### src/hw/rtl/lkvc_pkg.sv
// Types and constants shared by the LRU key-value cache modules.
package lkvc_pkg;

   localparam int KEY_W = 32;
   localparam int VAL_W = 31;
   localparam int CAP_W = 5;

   localparam logic [CAP_W-1:0] CAP_RESET = 5'd16;

   localparam logic FUNC_GET = 1'b0;
   localparam logic FUNC_PUT = 1'b1;

   // One stored entry as it moves down the row of cells.
   typedef struct packed {
      logic             valid;
      logic [KEY_W-1:0] key;
      logic [VAL_W-1:0] value;
   } lkvc_entry_type;

   // Hit search result travelling from the oldest cell towards the front.
   typedef struct packed {
      logic             found;
      logic [VAL_W-1:0] value;
   } lkvc_probe_type;

   // Broadcast control from the sequencer to every cell.
   typedef struct packed {
      logic capture;
      logic update;
      logic is_put;
      logic hit;
      logic full;
   } lkvc_ctrl_type;

endpackage

### src/hw/rtl/lkvc_if.sv
// Handshake channel interfaces for requests, responses and the capacity register.
interface lkvc_req_if import lkvc_pkg::*; ();
   logic             valid;
   logic             ready;
   logic             func;
   logic [KEY_W-1:0] key;
   logic [VAL_W-1:0] value;

   modport source (output valid, output func, output key, output value, input ready);
   modport sink   (input valid, input func, input key, input value, output ready);
endinterface

interface lkvc_rsp_if import lkvc_pkg::*; ();
   logic             valid;
   logic             ready;
   logic             hit;
   logic [VAL_W-1:0] read_value;

   modport source (output valid, output hit, output read_value, input ready);
   modport sink   (input valid, input hit, input read_value, output ready);
endinterface

interface lkvc_csr_if import lkvc_pkg::*; ();
   logic             valid;
   logic             ready;
   logic [CAP_W-1:0] data;

   modport source (output valid, output data, input ready);
   modport sink   (input valid, input data, output ready);
endinterface

### src/hw/rtl/lkvc_cell.sv
// One recency slot of the cache: holds an entry, compares its key and shifts towards the back.
module lkvc_cell import lkvc_pkg::*; (
   input  logic             clock,
   input  logic             reset,
   input  lkvc_ctrl_type    ctrl,
   input  logic [KEY_W-1:0] lookup_key,
   input  lkvc_entry_type   left_entry,
   output lkvc_entry_type   right_entry,
   input  lkvc_probe_type   probe_in,
   output lkvc_probe_type   probe_out
);

   lkvc_entry_type entry_ff, entry_in;
   logic           match_ff, match_in;
   logic           shift;

   // A hit moves every cell from the front up to the hit cell; an insert moves every
   // occupied cell, plus the first free one when there is room.
   always_comb begin
      shift = 1'b0;
      if (ctrl.update) begin
         if (ctrl.hit) begin
            shift = probe_out.found;
         end else if (ctrl.is_put) begin
            shift = ctrl.full ? entry_ff.valid : (entry_ff.valid | left_entry.valid);
         end
      end
   end

   always_comb begin
      entry_in = shift ? left_entry : entry_ff;
      match_in = ctrl.capture ? (entry_ff.valid && (entry_ff.key == lookup_key)) : match_ff;
   end

   always_ff @(posedge clock) begin
      if (reset) begin
         entry_ff.valid <= 1'b0;
         match_ff       <= 1'b0;
      end else begin
         entry_ff.valid <= entry_in.valid;
         match_ff       <= match_in;
      end
      entry_ff.key   <= entry_in.key;
      entry_ff.value <= entry_in.value;
   end

   assign probe_out.found = match_ff | probe_in.found;
   assign probe_out.value = match_ff ? entry_ff.value : probe_in.value;
   assign right_entry     = entry_ff;

endmodule

### src/hw/rtl/lru_key_value_cache.sv
// Top level of the fully associative LRU key-value cache built as a row of recency cells.
//
//  Channel | Direction | Payload                 | Notes
//  req_chan| in        | func, key, value        | get or put
//  rsp_chan| out       | hit, read_value         | one transfer per get, none per put
//  csr_chan| in        | data (capacity)         | always ready
//
// Every request passes through two states: the key is compared in all cells as it is accepted,
// and the row shifts in the update state; no new request is taken until that shift is done.
// A get stays in its update state while the previous response has not been transferred.
// Reset empties every cell and sets the capacity to sixteen; no clearing pass is needed.
// Cell 0 holds the most recent entry; the oldest valid entry sits at the end of the run.
module lru_key_value_cache import lkvc_pkg::*; #(
   parameter int ENTRIES = 16
) (
   input logic       clock,
   input logic       reset,
   lkvc_req_if.sink  req_chan,
   lkvc_rsp_if.source rsp_chan,
   lkvc_csr_if.sink  csr_chan
);

   localparam int OCC_W = $clog2(ENTRIES + 1);
   localparam int CMP_W = (OCC_W > CAP_W) ? OCC_W : CAP_W;

   typedef enum logic {ST_IDLE, ST_UPDATE} state_type;

   state_type        state_ff;
   logic             op_put_ff;
   logic [KEY_W-1:0] op_key_ff;
   logic [VAL_W-1:0] op_value_ff;
   logic [OCC_W-1:0] occ_ff;
   logic [CAP_W-1:0] capacity_ff;
   logic             rsp_valid_ff;
   logic             rsp_hit_ff;
   logic [VAL_W-1:0] rsp_value_ff;

   lkvc_ctrl_type    ctrl;
   lkvc_entry_type   entry_chain [0:ENTRIES];
   lkvc_probe_type   probe_chain [0:ENTRIES];
   logic [ENTRIES-1:0] valid_vec;
   logic [KEY_W-1:0] lookup_key;
   logic             req_xfer;
   logic             rsp_free;
   logic             update_go;
   logic [CMP_W-1:0] cap_ext;
   logic [CMP_W-1:0] eff_cap;

   assign req_chan.ready = (state_ff == ST_IDLE);
   assign req_xfer       = req_chan.valid & req_chan.ready;
   assign csr_chan.ready = 1'b1;

   assign rsp_free  = !rsp_valid_ff || rsp_chan.ready;
   assign update_go = (state_ff == ST_UPDATE) && (op_put_ff || rsp_free);

   // Capacity of zero behaves as one and anything above the cell count as the cell count.
   always_comb begin
      cap_ext = CMP_W'(capacity_ff);
      if (cap_ext == '0) begin
         eff_cap = CMP_W'(1);
      end else if (cap_ext > CMP_W'(ENTRIES)) begin
         eff_cap = CMP_W'(ENTRIES);
      end else begin
         eff_cap = cap_ext;
      end
   end

   assign lookup_key   = req_chan.key;
   assign ctrl.capture = req_xfer;
   assign ctrl.update  = update_go;
   assign ctrl.is_put  = op_put_ff;
   assign ctrl.hit     = probe_chain[0].found;
   assign ctrl.full    = CMP_W'(occ_ff) >= eff_cap;

   // The front of the row is fed with the entry that becomes most recent.
   assign entry_chain[0].valid = 1'b1;
   assign entry_chain[0].key   = op_key_ff;
   assign entry_chain[0].value = op_put_ff ? op_value_ff : probe_chain[0].value;
   assign probe_chain[ENTRIES] = '0;

   for (genvar g = 0; g < ENTRIES; g++) begin : g_cell
      lkvc_cell u_cell (
         .clock       (clock),
         .reset       (reset),
         .ctrl        (ctrl),
         .lookup_key  (lookup_key),
         .left_entry  (entry_chain[g]),
         .right_entry (entry_chain[g+1]),
         .probe_in    (probe_chain[g+1]),
         .probe_out   (probe_chain[g])
      );
      assign valid_vec[g] = entry_chain[g+1].valid;
   end

   always_ff @(posedge clock) begin
      if (reset) begin
         state_ff     <= ST_IDLE;
         occ_ff       <= '0;
         capacity_ff  <= CAP_RESET;
         rsp_valid_ff <= 1'b0;
      end else begin
         if (csr_chan.valid && csr_chan.ready) begin
            capacity_ff <= csr_chan.data;
         end
         // A new response may replace the one being transferred in the same cycle.
         if (update_go && !op_put_ff) begin
            rsp_valid_ff <= 1'b1;
         end else if (rsp_chan.ready) begin
            rsp_valid_ff <= 1'b0;
         end
         case (state_ff)
            ST_IDLE: begin
               if (req_xfer) begin
                  state_ff <= ST_UPDATE;
               end
            end
            ST_UPDATE: begin
               if (update_go) begin
                  state_ff <= ST_IDLE;
                  if (op_put_ff && !ctrl.hit && !ctrl.full) begin
                     occ_ff <= occ_ff + OCC_W'(1);
                  end
               end
            end
            default: begin
               state_ff <= ST_IDLE;
            end
         endcase
      end
      if (req_xfer) begin
         op_put_ff   <= (req_chan.func == FUNC_PUT);
         op_key_ff   <= req_chan.key;
         op_value_ff <= req_chan.value;
      end
      if (update_go && !op_put_ff) begin
         rsp_hit_ff   <= probe_chain[0].found;
         rsp_value_ff <= probe_chain[0].found ? probe_chain[0].value : '0;
      end
   end

   assign rsp_chan.valid      = rsp_valid_ff;
   assign rsp_chan.hit        = rsp_hit_ff;
   assign rsp_chan.read_value = rsp_value_ff;

   a_occ_matches_cells: assert property (@(posedge clock) disable iff (reset)
      $countones(valid_vec) == int'(occ_ff))
      else $error("occupancy count disagrees with the valid cells");

   a_rsp_from_get: assert property (@(posedge clock) disable iff (reset)
      $rose(rsp_chan.valid) |-> $past(state_ff == ST_UPDATE && !op_put_ff))
      else $error("response raised without a get being applied");

   a_put_fills_front: assert property (@(posedge clock) disable iff (reset)
      (update_go && op_put_ff) |=> valid_vec[0])
      else $error("front cell not valid after a put");

endmodule
### src/flat_wrapper.sv
// flat-port wrapper written by rule: the top's interface ports become plain ports
module lru_key_value_cache_flat import lkvc_pkg::*;
#(
   parameter int ENTRIES = 16
)
  (clock, reset, req_chan_valid, req_chan_func, req_chan_key, req_chan_value, req_chan_ready, rsp_chan_valid, rsp_chan_hit, rsp_chan_read_value, rsp_chan_ready, csr_chan_valid, csr_chan_data, csr_chan_ready);
  lkvc_req_if req_chan_i ();
  lkvc_rsp_if rsp_chan_i ();
  lkvc_csr_if csr_chan_i ();
  input logic clock;
  input logic reset;
  input wire logic [$bits(req_chan_i.valid)-1:0] req_chan_valid;
  input wire logic [$bits(req_chan_i.func)-1:0] req_chan_func;
  input wire logic [$bits(req_chan_i.key)-1:0] req_chan_key;
  input wire logic [$bits(req_chan_i.value)-1:0] req_chan_value;
  output wire logic [$bits(req_chan_i.ready)-1:0] req_chan_ready;
  output wire logic [$bits(rsp_chan_i.valid)-1:0] rsp_chan_valid;
  output wire logic [$bits(rsp_chan_i.hit)-1:0] rsp_chan_hit;
  output wire logic [$bits(rsp_chan_i.read_value)-1:0] rsp_chan_read_value;
  input wire logic [$bits(rsp_chan_i.ready)-1:0] rsp_chan_ready;
  input wire logic [$bits(csr_chan_i.valid)-1:0] csr_chan_valid;
  input wire logic [$bits(csr_chan_i.data)-1:0] csr_chan_data;
  output wire logic [$bits(csr_chan_i.ready)-1:0] csr_chan_ready;
  assign req_chan_i.valid = req_chan_valid;
  assign req_chan_i.func = req_chan_func;
  assign req_chan_i.key = req_chan_key;
  assign req_chan_i.value = req_chan_value;
  assign req_chan_ready = req_chan_i.ready;
  assign rsp_chan_valid = rsp_chan_i.valid;
  assign rsp_chan_hit = rsp_chan_i.hit;
  assign rsp_chan_read_value = rsp_chan_i.read_value;
  assign rsp_chan_i.ready = rsp_chan_ready;
  assign csr_chan_i.valid = csr_chan_valid;
  assign csr_chan_i.data = csr_chan_data;
  assign csr_chan_ready = csr_chan_i.ready;
  lru_key_value_cache #(.ENTRIES(ENTRIES)) u_core (.clock(clock), .reset(reset), .req_chan(req_chan_i), .rsp_chan(rsp_chan_i), .csr_chan(csr_chan_i));
endmodule
### config.mk
export PLATFORM = sky130hd
export DESIGN_NAME = lru_key_value_cache_flat
export DESIGN_NICKNAME = d
export VERILOG_FILES = /design/src/hw/rtl/lkvc_pkg.sv /design/src/hw/rtl/lkvc_if.sv /design/src/hw/rtl/lkvc_cell.sv /design/src/hw/rtl/lru_key_value_cache.sv /design/src/flat_wrapper.sv
export SDC_FILE = /design/constraint.sdc
export NUM_CORES = 1
export LEC_CHECK = 0
export BUFFER_PORTS_ARGS = -buffer_cell sky130_fd_sc_hd__buf_2
export CORE_UTILIZATION = 50
export CTS_CLUSTER_SIZE = 8
export DETAILED_ROUTE_END_ITERATION = 8
export PLACE_DENSITY = 0.66
export SLEW_MARGIN = 20
export SYNTH_ARGS = -nofsm -noshare
export SYNTH_HDL_FRONTEND = slang
export SYNTH_SLANG_ARGS = --single-unit
export TNS_END_PERCENT = 10
### constraint.sdc
create_clock -name clock -period 12.3 [get_ports clock]
set_clock_uncertainty 0.05 [all_clocks]
set_input_delay 1.23 -clock clock [delete_from_list [all_inputs] [get_ports clock]]
set_output_delay 1.23 -clock clock [all_outputs]
set_load 0.01 [all_outputs]
==> metrics <==
CTS tree=yes; first-pass GRT wire length=159 mm; VDD IR max=0.139 mV; Design Power=8.48 mW; WL final=106 mm; normalized max-slew margin=24.9%; Synth cell types=62; dpl ws=7.59 ns; Synth Flop Type=edfxtp_1; LEAKAGE=16.2 nW; Via density=6.00; GRT met3 Usage=4.82%; final cell count without fillers=4238; grt total ovfl=0; fillers=6854; htree depth=4; layer with the highest usage=met2; Crit Path Max Fanout=38; Hold Fails Final Rpt=0; Port Buffer Count=107; post-placement cell area=47400 sq um; die area=92500 sq um; DR DRC count=0; clock latency on the worst-skew pair=0.74 ns; clock sink count=1148; fin crit share=33.6%; unrepaired setup endpoints after global routing=false; final setup margin=8.16 ns; Crit path required time=12.64 ns; M1 GR Usage=33.0%; CP Capture Type=flip-flop; Cell Count Post-Placement=4014; top cell type by total area after synthesis=edfxtp_1; DIE WIDTH=304 um; Min-Delay Path Class=flip-flop to flip-flop; Final Instance Area=51900 sq um; Synth area leaders=edfxtp_1 73%, xnor2_1 5.5%, xor2_1 4.3%; async set-reset flop share out of synthesis=0%; drt pass-1 iters=6; most common cell after layout, fill and taps aside=edfxtp_1; sequential share of the synthesized area=74.6%; hold buffer count at CTS=0; Rows=110; hold slack=0.363 ns; Final ANT Viol Nets=0; worst slew pin tran=1.13 ns; Arrival @ worst endpoint=4.48 ns; GPL Wtd Cong=0.908; met2 Use GR=34.6%; number of synthesized flops with an enable pin=1104; Starting DRT DRC Count=2667; pwr/cell area=163 nW/um^2; post-DP HPWL=74.8 mm; multi-input logic area=11100 sq um; synthesized cell area=45700 sq um; critical path type=flip-flop to flip-flop; CP startpoint kind=flip-flop; CTS root buf=clkbuf_16; synthesized netlist net count=2959; initial core utilization=50.6%; vias after detailed routing=25400; GRT Total Usage=22.9%; synthesized instance count=2879; final setup fails=0; initial antenna violation count=1; Syn Area/Cell=15.9 sq um; core area=90300 sq um; sequential cell area=34000 sq um; Top Ports=109; TritonCTS Buffers=161; CTS max path bufs=3; pin count of the biggest net entering global routing=71; Max Clk Rate=0.242 GHz; synthesis-stage register bit count=1148; setup TNS=0 ns; top cell type's share of synthesized area=72.6%; P&R area growth vs syn=13.7%; nets=3083; clock slew at reported path FFs=0.05 ns; share of layout cells above drive strength 1=12.5%; CTS resizes=0; setup repair bufs after CTS=0; min Tclk post-route=4.14 ns; Wirelength per Cell=24.9 um; Yosys warnings=0; post-layout util=57.5%; Final Max Slew Viols=0; status=completed; vias in the first global route=25400; # Max-Cap Violations=0; commonest cells after routing, fill and taps aside=1104 x edfxtp_1, 288 x xnor2_1, 224 x xor2_1; Die Y=304 um
-- flip-flops by register name, summed over array words and instances, names as in the netlist --
signal / cells
u_core.cap_ext: 5
u_core.g_cell.u_cell.right_entry: 1024
u_core.rsp_chan.valid: 1
u_core.op_put_ff: 1
u_core.op_key_ff: 32
u_core.occ_ff: 5
u_core.g_cell.u_cell.match_ff: 16
u_core.op_value_ff: 31
u_core.state_ff: 1
u_core.rsp_chan.read_value: 31
u_core.rsp_chan.hit: 1
-- metal layers --
| layer | vias up | share of wire [%] |
|---|---|---|
| met5 | - | 0 |
| met4 | 0 | 3.1 |
| met3 | 195 | 7.2 |
| met2 | 1066 | 45 |
| met1 | 12700 | 45 |
| li1 | 11400 | - |
-- Yosys cell counts, drive strengths merged, types with 4 or more instances --
cell type,n
a211oi,6
a21oi,71
a221oi,63
a22o,61
a22oi,31
a311o,31
a31o,32
a31oi,11
buf,56
clkbuf,129
dfxtp,44
edfxtp,1104
ha,6
inv,9
mux2i,4
nand2,166
nand3,30
nand4,98
nor2,17
nor2b,6
nor3,27
nor4,67
o21ai,151
o22ai,94
o31ai,6
o32ai,6
or4,4
xnor2,288
xor2,224
-- final timing paths --
kind / startpoint / to / slack, ns / cells past startpoint
worst max-delay path: u_core.g_cell[14].u_cell.match_ff / u_core.g_cell[13].u_cell.right_entry[47] / 8.16 / 8
worst min-delay path: u_core.op_key_ff[11] / u_core.g_cell[0].u_cell.right_entry[42] / 0.36 / 0
worst max register to register: u_core.g_cell[14].u_cell.match_ff / u_core.g_cell[13].u_cell.right_entry[47] / 8.16 / 8
worst min register to register: u_core.op_key_ff[11] / u_core.g_cell[0].u_cell.right_entry[42] / 0.36 / 0
-- power by group --
part / internal [mW] / switching [mW]
sequential: 4.29 / 0.0207
clock: 2.39 / 1.54
combinational: 0.0832 / 0.165
-- critical path, stage by stage (launching register included) --
cell	delay [ns]
dfxtp_1	0.29
buf_4	0.25
nor4_4	0.47
and3_1	0.60
and3_1	0.24
buf_4	0.30
nand3_1	0.18
a31oi_4	0.90
buf_4	0.49
-- layout make-up --
cell class | count | share of cell area, %
inverters | 10 | 0.0723
diodes | 1 | 0.00482
well taps | 1176 | 2.83
flip-flops and latches | 1148 | 65.6
clock buffers | 209 | 8.23
multi-input cells | 1536 | 21.3
repair buffers | 146 | 1.63
clock inverters | 12 | 0.299
-- cells by family (layout without fill, tap and decap cells) --
logic type,count (synthesis),in the layout,share of synthesized area [%]
other,1,2,0.00821
AOI/OAI and AO/OA,581,581,8.70
muxes,4,4,0.0877
buffers and inverters,195,377,1.77
DFF,1148,1148,74.6
and+or+nand+nor,432,432,4.89
xor gates and xnor gates,512,512,9.82
adders and majority gates,6,6,0.164
No activity file was read; power rests on OpenSTA's default activity.
